### config.mk
export PLATFORM = sky130hd
export DESIGN_NAME = tfdi_ctrl
export DESIGN_NICKNAME = d
export VERILOG_FILES = /design/src/tfdi_pkg.sv /design/src/tfdi_ctrl.sv
export SDC_FILE = /design/constraint.sdc
export NUM_CORES = 1
export LEC_CHECK = 0
export ABC_AREA = 0
export BUFFER_PORTS_ARGS = -buffer_cell sky130_fd_sc_hd__buf_2
export CAP_MARGIN = 20
export CORE_AREA = 4 4 65 67
export DETAILED_ROUTE_END_ITERATION = 16
export DIE_AREA = 0 0 69 71
export GPL_ROUTABILITY_DRIVEN = 0
export SYNTH_ARGS = -nofsm -noshare
export SYNTH_HDL_FRONTEND = slang
export SYNTH_SLANG_ARGS = --single-unit
### constraint.sdc
create_clock -name i_clk -period 2.8 [get_ports i_clk]
set_clock_uncertainty 0.15 [all_clocks]
set_input_delay 0.14 -clock i_clk [delete_from_list [all_inputs] [get_ports i_clk]]
set_output_delay 0.14 -clock i_clk [all_outputs]
set_load 0.03 [all_outputs]
### src/tfdi_pkg.sv
// Shared widths, types and helpers of the tetrahedron face dedup indexer.
package tfdi_pkg;

    localparam int VID_W     = 12;
    localparam int FID_W     = 15;
    localparam int NFID_W    = 16;
    localparam int CELL_W    = 20;
    localparam int SLOT_W    = 2;
    localparam int NUM_VERT  = 4096;
    localparam int BKT_DEPTH = 32;
    localparam int LANE_W    = $clog2(BKT_DEPTH);
    localparam int FILL_W    = LANE_W + 1;
    localparam int MAX_FACES = 32768;
    localparam logic [SLOT_W-1:0] LAST_SLOT = 2'd3;

    typedef logic [VID_W-1:0] t_vid;

    typedef struct packed {
        t_vid             mid;
        t_vid             high;
        logic [FID_W-1:0] id;
    } t_entry;

    typedef struct packed {
        logic [FID_W-1:0]  face_id;
        logic              is_new;
        t_vid              vert_low;
        t_vid              vert_mid;
        t_vid              vert_high;
        logic [CELL_W-1:0] cell_index;
        logic [SLOT_W-1:0] face_slot;
        logic              overflow;
        logic              last;
    } t_result;

    typedef struct packed {
        logic              load;
        logic              sort;
        logic              read;
        logic              decide;
        logic              clr;
        t_vid              clr_addr;
        logic [SLOT_W-1:0] slot;
    } t_cmd;

    typedef struct packed {
        logic out_busy;
    } t_stat;

    typedef struct packed {
        t_vid lo;
        t_vid md;
        t_vid hi;
    } t_tri;

    function automatic t_tri sort3(t_vid a, t_vid b, t_vid c);
        t_vid x;
        t_vid y;
        t_vid z;
        t_vid t;
        t_tri r;
        x = a;
        y = b;
        z = c;
        if (x > y) begin t = x; x = y; y = t; end
        if (y > z) begin t = y; y = z; z = t; end
        if (x > y) begin t = x; x = y; y = t; end
        r.lo = x;
        r.md = y;
        r.hi = z;
        return r;
    endfunction

endpackage

### src/tfdi_ctrl.sv
// Controller: clearing pass, then sort, read and decide for each of four faces.
module tfdi_ctrl (
    input  logic            i_clk,
    input  logic            i_rst_n,
    input  logic            i_in_valid,
    output logic            o_in_ready,
    input  tfdi_pkg::t_stat i_stat,
    output tfdi_pkg::t_cmd  o_cmd
);
    import tfdi_pkg::*;

    typedef enum logic [2:0] {
        S_CLEAR,
        S_IDLE,
        S_SORT,
        S_READ,
        S_DECIDE
    } t_state;

    t_state            r_state;
    t_vid              r_clr;
    logic [SLOT_W-1:0] r_slot;

    always_ff @(posedge i_clk) begin
        if (!i_rst_n) begin
            r_state <= S_CLEAR;
            r_clr   <= '0;
            r_slot  <= '0;
        end else begin
            unique case (r_state)
                S_CLEAR: begin
                    r_clr <= r_clr + VID_W'(1);
                    if (r_clr == VID_W'(NUM_VERT - 1)) begin
                        r_state <= S_IDLE;
                    end
                end
                S_IDLE: begin
                    r_slot <= '0;
                    if (i_in_valid) begin
                        r_state <= S_SORT;
                    end
                end
                S_SORT: begin
                    r_state <= S_READ;
                end
                S_READ: begin
                    r_state <= S_DECIDE;
                end
                S_DECIDE: begin
                    if (!i_stat.out_busy) begin
                        r_slot  <= r_slot + SLOT_W'(1);
                        r_state <= (r_slot == LAST_SLOT) ? S_IDLE : S_SORT;
                    end
                end
                default: begin
                    r_state <= S_CLEAR;
                end
            endcase
        end
    end

    assign o_in_ready      = (r_state == S_IDLE);
    assign o_cmd.load      = (r_state == S_IDLE) && i_in_valid;
    assign o_cmd.sort      = (r_state == S_SORT);
    assign o_cmd.read      = (r_state == S_READ);
    assign o_cmd.decide    = (r_state == S_DECIDE) && !i_stat.out_busy;
    assign o_cmd.clr       = (r_state == S_CLEAR);
    assign o_cmd.clr_addr  = r_clr;
    assign o_cmd.slot      = r_slot;

endmodule

After elaboration in Yosys (flattened, before gate mapping)
Index checks and enable logic that the tools add are counted.
{"block": "totals", "mem_bits_rw": 0, "inputBits": 4, "output_inout_bits": 20, "memories": 0, "latch_bits": 0, "reg_bits": 17, "rom_bits": 0}
{"block": "op_classes", "n_lt_le_gt_ge": 0, "div": 0, "bitwise": 0, "addsub": 2, "n_reduce_logical": 7, "n_eq_ne": 9, "multipliers": 0, "shift": 0, "n_mux": 7}
{"operator": "$pmux W3 S5", "count": 1}
{"operator": "$add A12 B1 Y12 const B", "count": 1}
{"operator": "$eq A12 B12 Y1 const B", "count": 1}
{"operator": "$mux W3", "count": 3}
{"operator": "$eq A3 B2 Y1 const B", "count": 2}
{"operator": "$mux W2", "count": 2}
{"operator": "$ne A2 B2 Y1 const B", "count": 2}
{"operator": "$pmux W2 S2", "count": 1}
{"operator": "$eq A3 B1 Y1 const B", "count": 1}
{"operator": "$eq A3 B3 Y1 const B", "count": 1}
{"operator": "$logic_not A3 Y1", "count": 1}
{"operator": "$reduce_and A3 Y1", "count": 1}
{"operator": "$add A2 B1 Y2 const B", "count": 1}
{"operator": "$eq A2 B2 Y1 const B", "count": 1}
{"operator": "$logic_and A1 B1 Y1", "count": 2}
{"operator": "$ne A2 B1 Y1 const B", "count": 1}
{"operator": "$reduce_and A2 Y1", "count": 1}
{"operator": "$reduce_bool A2 Y1", "count": 1}
{"operator": "$logic_not A1 Y1", "count": 1}

Longest topological paths before layout
Gate-level depths: netlist of the first run.
{"block": "depth", "word_depth": 4, "depth_mapped": 5, "mapped_depth_nobuf": 5}

Worst setup path before layout of the first run
Ideal clock, no wire load.
{"block": "synth_timing", "kind": "reg-to-reg", "from": "register r_state[0]", "to": "register r_state[1]", "arrival_ns": 1.775, "stages_incl_launch_ff": 4, "n_path_buf": 0, "slack_ns": 0.813, "cell_sequence": "dfxtp_1 -> nor3b_1 -> and2_1 -> o31a_1"}
{"block": "synth_via", "elab_chain_len": 3}
{"element": "from (decl)", "line": "tfdi_ctrl.sv:20", "rtl": "t_state r_state;"}
{"element": "from (signal assigned)", "line": "tfdi_ctrl.sv:52", "rtl": "r_state <= (r_slot == LAST_SLOT) ? S_IDLE : S_SORT;"}
{"element": "$eq A3 B1 Y1 (*)"}
{"element": "net o_in_ready", "line": "tfdi_ctrl.sv:6", "rtl": "output logic o_in_ready,"}
{"element": "$ne A2 B2 Y1 (no line)"}
{"element": "$reduce_and A3 Y1 (no line)"}
Mark *: on every way through the listed nets, which the timed path passes. The rest lies on a longest branch.
A chain may end at the register's enable or synchronous reset.

Worst setup path in the final report of the first run
{"block": "layout_timing", "from": "register r_state[2]", "to": "register r_clr[10]"}
{"block": "layout_via", "elab_chain_len": 1}
{"element": "$logic_not A3 Y1", "line": "tfdi_ctrl.sv:30", "rtl": "unique case (r_state)"}
{"element": "to (signal assigned)", "line": "tfdi_ctrl.sv:32", "rtl": "r_clr <= r_clr + VID_W'(1);"}
{"element": "to (decl)", "line": "tfdi_ctrl.sv:21", "rtl": "t_vid r_clr;"}
Every way passes these cells.

==> results by group, run 1 <==
Min path
  – Worst hold path class: in2reg
  – Hold Path Depth: 3
  – Hold Startpoint: i_in_valid
  – Worst Hold End: r_state[1]$_SDFFE_PN0P_

Worst setup path
  – Reg-to-reg critical path startpoint: r_state[2]$_SDFFE_PN0P_
  – Worst-case reg-to-reg path depth: 4
  – R2R Setup Slk: 1.02 ns
  – CP startpoint kind: flip-flop
  – CP endpoint kind: flip-flop
  – Critical Path AT: 1.77 ns
  – CP max FO: 12
  – Critical path type: reg2reg
  – Crit path from: r_state[2]$_SDFFE_PN0P_
  – Required @ worst endpoint: 2.79 ns
  – Worst r2r dst: r_clr[10]$_SDFFE_PN0N_

Placement
  – IO buf count: 23
  – Detailed placer's ending HPWL: 1543 um

STA
  – Hold WS: 0.1119 ns
  – Unrepaired setup endpoints after global routing: false
  – Total Neg Setup Slack: 0 ns
  – Final hold violation count: 0
  – Fmax: 562.9 MHz
  – Rel. slew slack: 0.7883
  – Period minus WS final: 1.777 ns
  – Max-slew violations: 0
  – Worst-Margin Slew: 0.3146 ns
  – Final period util: 0.6345
  – Final Setup Violations: 0

Synth
  – Synth area leaders: dfxtp_1, and2_1, xor2_1, nor3b_1, xnor2_1
  – Synthesized area: 872.1 um^2
  – Cells after Synth: 98
  – Post-Syn Nets: 104
  – Cell variety after synth: 32
  – Post-synth EDFFs: 0
  – Top cells by count, synth: dfxtp_1, and2_1, nand2_1
  – Ys async rst share: 0
  – Count leader, synth: dfxtp_1
  – Synth area leader: dfxtp_1
  – Area fraction of the dominant cell type after synthesis: 0.3902
  – #FFs+latches synth: 17
  – Syn_area_per_cell: 8.899 um^2
  – Seq/Total Area, Yosys: 0.3902
  – Synth Flop Type: dfxtp_1
  – Yosys Warn Count: 0

Die
  – CORE AREA: 0.003633 mm^2
  – Die height: 71 um
  – Die ar.: 0.004899 mm^2
  – # IOs: 24
  – Initial core utilization: 0.2400
  – Std-Cell Rows: 22
  – Width of the die: 69 um

Pwr
  – Leak: 0.4742 nW
  – Power per cell area: 428.2 mW/mm^2
  – Switching Share: 0.2280
  – Net Sw Power: 0.1049 mW
  – Internal power: 0.3553 mW
  – Clock power frac: 0.391
  – Logic pwr share: 0.063
  – VDD IR-drop max: 167.5 uV
  – Sequential power share: 0.546

Clocking
  – H-tree depth: 1
  – CTS Hold Bufs: 0
  – Worst-path clk slew: 0.07 ns
  – TritonCTS Sinks: 17
  – Worst-Skew Late Latency: 0.25 ns
  – Post_cts resized: 0
  – CTS tree: built
  – Root Driver: clkbuf_8
  – TritonCTS buffer count: 3
  – Post-CTS setup buffer count: 0
  – Max clock buf depth: 2

GRT
  – GRT busiest layer: met2
  – Largest net degree at the start of global routing: 20
  – First-pass GRT wire length: 3401 um
  – Met2 Usage GRT: 0.1419
  – Antenna violations before repair: 0
  – Tot GR Track Use: 0.08481
  – Met1 global-route usage: 0.1003
  – Grt total ovfl: 0
  – Met3 Use GR: 0.02841
  – Vias in the first global route: 745

Run status
  – Outcome: finished, final reports clean

Drt
  – 1st-iter DRT viols: 29
  – DR DRC count: 0
  – Drt pass-1 iters: 4
  – Per-cell routed wire length: 11.73 um
  – Via count: 755
  – Via density: 4.441
  – Routed WL: 1994 um
  – ANT nets after route: 0

Cells and area
  – Layout cells sized above 1: 0.2623
  – Layout Nets: 129
  – P&R area growth vs syn: 23.24%
  – Fin util: 0.2958
  – ANT cells: 0

Job
  – Max cap viols: 0
-- flip-flops by register name (all words and copies together) (netlist names) --
signal	count
r_state	3
r_slot	2
r_clr	12
-- critical path, cell delays in order, from the launching register on --
cell     delay [ns]
dfxtp_1        0.35
or3_4          0.49
nor4_1         0.37
xor2_1         0.12
and2_1         0.18
-- worst max path at each step --
| stage | endpoint | depth (start not counted) |
|---|---|---|
| floorplan | r_state[1]$_SDFFE_PN0P_ | 3 |
| global placement | r_clr[10]$_SDFFE_PN0N_ | 4 |
| detailed placement | r_clr[10]$_SDFFE_PN0N_ | 4 |
| CTS | o_cmd[14] | 3 |
| global route | r_clr[10]$_SDFFE_PN0N_ | 4 |
| finish | r_clr[10]$_SDFFE_PN0N_ | 4 |
-- kinds of logic after synthesis --
| kind of cell | count (synthesis) | synth area share |
|---|---|---|
| AOI/OAI and AO/OA | 13 | 0.09756 |
| xor gates and xnor gates | 9 | 0.09038 |
| adders and majority gates | 2 | 0.02869 |
| buffers and inverters | 8 | 0.04303 |
| DFF | 17 | 0.3902 |
| muxes | 1 | 0.01148 |
| and+or+nand+nor | 48 | 0.3386 |
-- metrics by stage --
step           setup slack (ns)  instance area [um^2]  instances  power (mW)
2_1_floorplan            0.8133                 872.1         98      0.2769
3_3_place_gp              1.127                  1028        166      0.2861
3_5_place_dp              1.058                  1028        166      0.2865
4_1_cts                   1.019                  1075        170      0.4700
5_1_grt                  0.9220                  1075        170      0.4886
6_report                  1.023                  1075        170      0.4602
-- cells in the final DEF, fill, tap and decap left out --
cell	instances
buf_2	23
dfxtp_1	17
and2_1	10
nand2_1	8
inv_1	5
nor3b_1	5
xor2_1	5
nor2_1	4
nand3_1	4
xnor2_1	4
nor3_1	4
nand4_1	3
a21oi_1	3
clkbuf_8	3
nor3_2	2
o21ai_0	2
a21boi_0	2
nand2b_1	2
o22ai_1	2
ha_1	2
and3_1	1
or3_4	1
or2b_1	1
or2_2	1
nor4_1	1
nor4_4	1
a41oi_1	1
o31a_1	1
o21a_1	1
mux2i_1	1
a22oi_1	1
clkinv_2	1
-- per-layer routing --
metal,vias to the layer above,routed length (um)
li1,385,-
met1,350,864
met3,2,141
met2,18,975
met5,-,0
met4,0,12
-- cell type report --
type | instances | area [um^2]
multi-input cells | 73 | 494.2
clock buffers | 3 | 41.29
well taps | 48 | 60.06
repair buffers | 23 | 115.1
flip-flops and latches | 17 | 340.3
fillers | 416 | 2559
clock inverters | 1 | 5.005
inverters | 5 | 18.77
-- power by group through the flow --
stage | clock (mW) | sequential [mW] | combinational (mW)
2_1_floorplan | 0 | 0.264 | 0.0130
3_3_place_gp | 0 | 0.256 | 0.0298
3_5_place_dp | 0 | 0.257 | 0.0298
4_1_cts | 0.189 | 0.251 | 0.0299
5_1_grt | 0.204 | 0.252 | 0.0329
6_report | 0.180 | 0.251 | 0.0291
(Power assumes the default switching activity.)
==> run 2, diff against run 1 <==
==> constraint.sdc (replaced) <==
create_clock -name i_clk -period 1.6 [get_ports i_clk]
set_clock_uncertainty 0.15 [all_clocks]
set_input_delay 0.08 -clock i_clk [delete_from_list [all_inputs] [get_ports i_clk]]
set_output_delay 0.08 -clock i_clk [all_outputs]
set_load 0.03 [all_outputs]
==> results by group, run 2 (synthesis results as in run 1) <==
Clocking
  – Worst-path clk slew: 0.07 ns (about the same)
  – Worst-Skew Late Latency: 0.25 ns (about the same)
  – Max clock buf depth: 2 (unchanged)
  – TritonCTS buffer count: 3 (unchanged)
  – H-tree depth: 1 (unchanged)
  – CTS Hold Bufs: 0 (unchanged)
  – TritonCTS Sinks: 17 (unchanged)
  – Root Driver: clkbuf_8
  – CTS tree: built

Drt
  – Via density: 4.444 (about the same)
  – Per-cell routed wire length: 11.66 um (-0.57%)
  – Routed WL: 2076 um (+4.1%)
  – DR DRC count: 0 (unchanged)
  – Via count: 791 (+4.8%)
  – ANT nets after route: 0 (unchanged)
  – 1st-iter DRT viols: 35 (+21%)
  – Drt pass-1 iters: 4 (unchanged)

Cells and area
  – Commonest non-fill, non-tap cells in the layout: buf_2, and2_1, nand2_1, buf_4, dfxtp_1
  – Commonest non-fill, non-tap cell in the layout: buf_2
  – Largest reg by FF count: r_clr
  – Register area: 356.6 um^2 (+4.8%)
  – Multi-input gate area: 538.0 um^2 (+8.9%)
  – Fin util: 0.3302 (+0.03444)
  – Filler instances: 389 (-6.5%)
  – P&R area growth vs syn: 37.59%
  – Post-route cell area: 0.001200 mm^2 (+12%)
  – Largest registers: r_clr (12), r_state (3), r_slot (2)
  – Max FFs per register: 12 (unchanged)
  – Layout Nets: 137 (+6.2%)
  – Layout cells sized above 1: 0.4231 (+0.1608)
  – ANT cells: 0 (unchanged)

GRT
  – Antenna violations before repair: 0 (unchanged)
  – Met1 global-route usage: 0.08666 (-0.01368)
  – Met3 Use GR: 0.03835 (+0.009943)
  – First-pass GRT wire length: 3374 um (-0.79%)
  – Largest net degree at the start of global routing: 20 (unchanged)
  – Grt total ovfl: 0 (unchanged)
  – Met2 Usage GRT: 0.1568 (+0.01483)
  – GRT busiest layer: met2
  – Tot GR Track Use: 0.08449 (-0.0003205)
  – Vias in the first global route: 774 (+3.9%)

Worst setup path
  – CP peak stage delay: 0.43 ns (-0.06 ns)
  – Worst path bufs/invs: 1 (+1)
  – CP delay by family, top: simple AND/OR/NAND/NOR gates
  – Critical path type: reg2reg
  – Critical Path AT: 1.65 ns (-0.12 ns)
  – Slowest-stage cell, CP: or3_4
  – CP Cell Sequence: or3_4, buf_4, nor3_4, xor2_1, and2_1
  – CP endpoint kind: flip-flop
  – CP startpoint kind: flip-flop
  – R2R Setup Slk: -0.009 ns (-1.03 ns)
  – Required @ worst endpoint: 1.64 ns (-1.15 ns)
  – CP max FO: 5 (-7)

Die
  – Initial core utilization: 0.2400 (unchanged)
  – Die ar.: 0.004899 mm^2 (unchanged)
  – Die height: 71 um (unchanged)
  – CORE AREA: 0.003633 mm^2 (unchanged)
  – # IOs: 24 (unchanged)
  – Width of the die: 69 um (unchanged)
  – Std-Cell Rows: 22 (unchanged)

Min path
  – Worst hold path class: in2reg

Placement
  – Detailed placer's ending HPWL: 1531 um (-0.80%)
  – Placed cell area: 0.001111 mm^2 (+8.0%)
  – IO buf count: 23 (unchanged)

STA
  – Final hold violation count: 0 (unchanged)
  – Period minus WS final: 1.609 ns (-0.1681 ns)
  – Hold WS: 0.05869 ns (-0.05321 ns)
  – Unrepaired setup endpoints after global routing: true
  – Final Setup Violations: 1 (+1)
  – Final period util: 1.005 (+0.3708)
  – Worst-Margin Slew: 0.2963 ns (-0.01828 ns)
  – Rel. slew slack: 0.8018 (+0.01353)
  – Setup ws final: -0.008593 ns (-1.032 ns)
  – Fmax: 621.7 MHz (+10%)
  – Max-slew violations: 0 (unchanged)

Job
  – Max cap viols: 0 (unchanged)

Pwr
  – Logic pwr share: 0.064 (about the same)
  – Net Sw Power: 0.1856 mW (+77%)
  – VDD IR-drop max: 379.7 uV (+130%)
  – Switching Share: 0.2293 (+0.001356)
  – Leak: 0.5339 nW (+13%)
  – Clock power frac: 0.392 (about the same)
  – Internal power: 0.6236 mW (+76%)
  – Power per cell area: 674.4 mW/mm^2 (+57%)
  – Sequential power share: 0.544 (-0.002)

Run status
  – Failing checks: negative setup slack
  – Outcome: complete, but fails checks
[run 2: final cells by class]
| class | instances | area share |
|---|---|---|
| Timing Repair Buffer | 30 | 0.1470 |
| Clock inverter | 1 | 0.004171 |
| Sequential cell | 17 | 0.2972 |
| Inverter | 5 | 0.01877 |
| Multi-Input combinational cell | 74 | 0.4484 |
| Clock buffer | 3 | 0.03441 |
| Tap cell | 48 | 0.05005 |
[run 2: final timing paths]
check,from,end,cells after the start
worst min register to register,r_clr[11]$_SDFFE_PN0N_,r_clr[11]$_SDFFE_PN0N_,2
worst min-delay path,i_rst_n,r_state[1]$_SDFFE_PN0P_,2
worst max register to register,r_state[1]$_SDFFE_PN0P_,r_clr[6]$_SDFFE_PN0N_,5
worst max-delay path,r_state[1]$_SDFFE_PN0P_,r_clr[6]$_SDFFE_PN0N_,5
[run 2: worst reg2reg max path, stage by stage (launching register included)]
cell and delay [ns]:
dfxtp_2 0.33, or3_4 0.43, buf_4 0.17, nor3_4 0.18, xor2_1 0.16, and2_1 0.14
[run 2: timing repair]
| item | CTS | global route |
|---|---|---|
| pin swaps | 1 | 3 |
| gates resized for setup | 4 | 5 |
| endpoints found under the setup margin | 2 | 8 |
| gates cloned | 1 | 0 |
| buffers inserted | 1 | 0 |
[run 2: stage by stage]
step	TNS, ns	setup slack [ns]	std cells	total power [mW]
2_1_floorplan	-0.01376	-0.01376	98	0.4856
3_3_place_gp	0	0.03240	173	0.5004
3_5_place_dp	-0.007342	-0.007342	173	0.5024
4_1_cts	0	0.002591	179	0.8272
5_1_grt	-0.2368	-0.06506	178	0.8490
6_report	-0.008593	-0.008593	178	0.8092
[run 2: metal layers]
metal	part of all wire	vias to the layer above
met2	0.49	18
met3	0.062	2
met5	0	-
li1	-	402
met4	0.0067	0
met1	0.44	369
[run 2: power by group through the flow]
stage / clock, mW / sequential, mW / combinational [mW]
2_1_floorplan: 0 / 0.463 / 0.0228
4_1_cts: 0.334 / 0.441 / 0.0520
3_3_place_gp: 0 / 0.449 / 0.0511
3_5_place_dp: 0 / 0.451 / 0.0518
6_report: 0.317 / 0.441 / 0.0517
5_1_grt: 0.349 / 0.442 / 0.0574
==> run 3, diff against run 2 <==
--- a/config.mk
+++ b/config.mk
@@ -8,10 +8,11 @@
 export ABC_AREA = 0
 export BUFFER_PORTS_ARGS = -buffer_cell sky130_fd_sc_hd__buf_2
 export CAP_MARGIN = 20
-export CORE_AREA = 4 4 65 67
+export CORE_AREA = 4 4 50 52
 export DETAILED_ROUTE_END_ITERATION = 16
-export DIE_AREA = 0 0 69 71
+export DIE_AREA = 0 0 54 56
 export GPL_ROUTABILITY_DRIVEN = 0
+export PLACE_DENSITY = 0.69
 export SYNTH_ARGS = -nofsm -noshare
 export SYNTH_HDL_FRONTEND = slang
 export SYNTH_SLANG_ARGS = --single-unit
==> results by group, run 3 (synthesis results as in run 1) <==
Cells and area
  – Post-route cell area: 0.001171 mm^2 (-2.4%)
  – Max FFs per register: 12 (unchanged)
  – Largest reg by FF count: r_clr
  – ANT cells: 0 (unchanged)
  – Layout Nets: 139 (+1.5%)
  – Layout cells sized above 1: 0.4167 (-0.006410)
  – P&R area growth vs syn: 34.29%
  – Commonest non-fill, non-tap cells in the layout: buf_2, and2_1, buf_4
  – Commonest non-fill, non-tap cell in the layout: buf_2
  – Largest registers: r_clr (12), r_state (3), r_slot (2)
  – Filler instances: 186 (-52%)

Min path
  – Worst hold path class: in2reg
  – Hold Path Depth: 2 (unchanged)

STA
  – Worst-Margin Slew: 0.2833 ns (-0.01306 ns)
  – Final hold violation count: 0 (unchanged)
  – Rel. slew slack: 0.8111 (+0.009293)
  – Unrepaired setup endpoints after global routing: true
  – Max-slew violations: 0 (unchanged)
  – Fmax: 642.7 MHz (+3.4%)
  – Final period util: 0.9724 (-0.03294)
  – Final Setup Violations: 0 (-1)
  – Period minus WS final: 1.556 ns (-0.05271 ns)
  – Total Neg Setup Slack: 0 ns (+0.008593 ns)

Clocking
  – TritonCTS buffer count: 3 (unchanged)
  – Root Driver: clkbuf_4
  – Worst-Skew Late Latency: 0.29 ns (+0.04 ns)
  – Max clock buf depth: 2 (unchanged)
  – Worst-path clk slew: 0.10 ns (+0.03 ns)
  – H-tree depth: 1 (unchanged)
  – CTS tree: built
  – TritonCTS Sinks: 17 (unchanged)

Drt
  – DR DRC count: 0 (unchanged)
  – Drt pass-1 iters: 4 (unchanged)
  – Per-cell routed wire length: 11.91 um (+2.1%)
  – Via count: 792 (+0.13%)
  – Via density: 4.950 (+11%)
  – Routed WL: 1906 um (-8.2%)
  – ANT nets after route: 0 (unchanged)
  – 1st-iter DRT viols: 12 (-66%)

Worst setup path
  – Levels on crit path: 4 (-1)
  – CP peak stage delay: 0.42 ns (about the same)
  – Critical Path AT: 1.60 ns (-0.05 ns)
  – Worst path bufs/invs: 0 (-1)
  – CP max FO: 5 (unchanged)
  – Worst-case reg-to-reg path depth: 4 (-1)
  – Slowest-stage cell, CP: or3_4
  – Required @ worst endpoint: 1.64 ns (about the same)
  – CP endpoint kind: flip-flop
  – CP delay by family, top: simple AND/OR/NAND/NOR gates
  – R2R Setup Slk: 0.04 ns (+0.05 ns)
  – Critical path type: reg2reg
  – CP startpoint kind: flip-flop
  – CP Cell Sequence: or3_4, nor4_2, xor2_1, and2_1

Placement
  – Placed cell area: 0.001086 mm^2 (-2.3%)
  – Detailed placer's ending HPWL: 1417 um (-7.4%)
  – IO buf count: 23 (unchanged)

Die
  – # IOs: 24 (unchanged)
  – Std-Cell Rows: 17 (-23%)
  – CORE AREA: 0.002106 mm^2 (-42%)
  – Die height: 56 um (-21%)
  – Width of the die: 54 um (-22%)
  – Die ar.: 0.003024 mm^2 (-38%)
  – Initial core utilization: 0.4141 (+0.1741)

GRT
  – First-pass GRT wire length: 3015 um (-11%)
  – Tot GR Track Use: 0.1292 (+0.04475)
  – Largest net degree at the start of global routing: 20 (unchanged)
  – Antenna violations before repair: 0 (unchanged)
  – Vias in the first global route: 731 (-5.6%)
  – Grt total ovfl: 0 (unchanged)

Pwr
  – Internal power: 0.5510 mW (-12%)
  – Clock power frac: 0.312 (-0.080)
  – Leak: 0.5317 nW (-0.42%)
  – Net Sw Power: 0.1777 mW (-4.3%)
  – Switching Share: 0.2438 (+0.01445)
  – Sequential power share: 0.598 (+0.054)
  – Logic pwr share: 0.090 (+0.026)
  – VDD IR-drop max: 396.3 uV (+4.4%)
  – Power per cell area: 622.2 mW/mm^2 (-7.7%)

Job
  – Max cap viols: 0 (unchanged)

Run status
  – Outcome: finished, final reports clean
==> run 3: cell types whose count changed in the layout (fill, tap and decap cells not counted), sizes merged <==
| cell | before | now |
|---|---|---|
| dlygate4sd3 | 0 | 1 |
| buf | 30 | 31 |
==> run 3: final cells by class <==
type                    instances  area, um^2  area share
repair buffers                 32       200.2      0.1709
flip-flops and latches         17       356.6      0.3045
multi-input cells              74       529.3      0.4519
inverters                       5       22.52     0.01923
well taps                      28       35.03     0.02991
clock buffers                   3       22.52     0.01923
clock inverters                 1       5.005    0.004274
==> run 3: path summary, 6_finish.rpt <==
| check | start | endpoint |
|---|---|---|
| max | r_state[0]$_SDFFE_PN0P_ | r_clr[10]$_SDFFE_PN0N_ |
| min | i_rst_n | r_state[1]$_SDFFE_PN0P_ |
| max reg2reg | r_state[0]$_SDFFE_PN0P_ | r_clr[10]$_SDFFE_PN0N_ |
| min reg2reg | r_clr[11]$_SDFFE_PN0N_ | r_clr[11]$_SDFFE_PN0N_ |
==> run 3: routing by layer <==
layer,GRT usage,up-vias,wire length (um)
li1,-,407,-
met1,0.1513,369,847
met2,0.2215,14,970
met3,0.02413,2,78
met4,0.05338,0,10
met5,0,-,0
==> run 3: worst register-to-register path, stage by stage, from the launching register on <==
cell and delay (ns):
dfxtp_2 0.34, or3_4 0.42, nor4_2 0.31, xor2_1 0.09, and2_1 0.16
==> run 3: through the flow <==
| stage | hold slack (ns) | setup slack (ns) | instances | power [mW] | util |
|---|---|---|---|---|---|
| global placement | 0.2993 | 0.03974 | 153 | 0.5069 | 0.5157 |
| global route | 0.01715 | -0.01423 | 160 | 0.7705 | 0.5562 |
| CTS | 0.001628 | 0.0006031 | 158 | 0.7414 | 0.5389 |
| detailed placement | 0.3020 | 0.01475 | 153 | 0.5079 | 0.5157 |
| floorplan | 0.1732 | -0.01376 | 98 | 0.4856 | - |
| finish | 0.01460 | 0.04412 | 160 | 0.7287 | 0.5562 |
==> run 3: power groups by stage <==
| stage | registers, mW | logic [mW] | clock network, mW |
|---|---|---|---|
| after floorplan | 0.463 | 0.0228 | 0 |
| after global placement | 0.445 | 0.0616 | 0 |
| after detailed placement | 0.446 | 0.0624 | 0 |
| after CTS | 0.436 | 0.0654 | 0.240 |
| after global routing | 0.437 | 0.0710 | 0.262 |
| final | 0.436 | 0.0656 | 0.227 |
==> run 3: timing repair <==
item | CTS | global route
setup buffers | 0 | 1
cloned | 0 | 1
endpoints found under the setup margin | 2 | 10
hold buffers | 1 | 0
gates resized for setup | 4 | 7
pin swaps | 1 | 5
hold endpoints to repair | 1 | 0
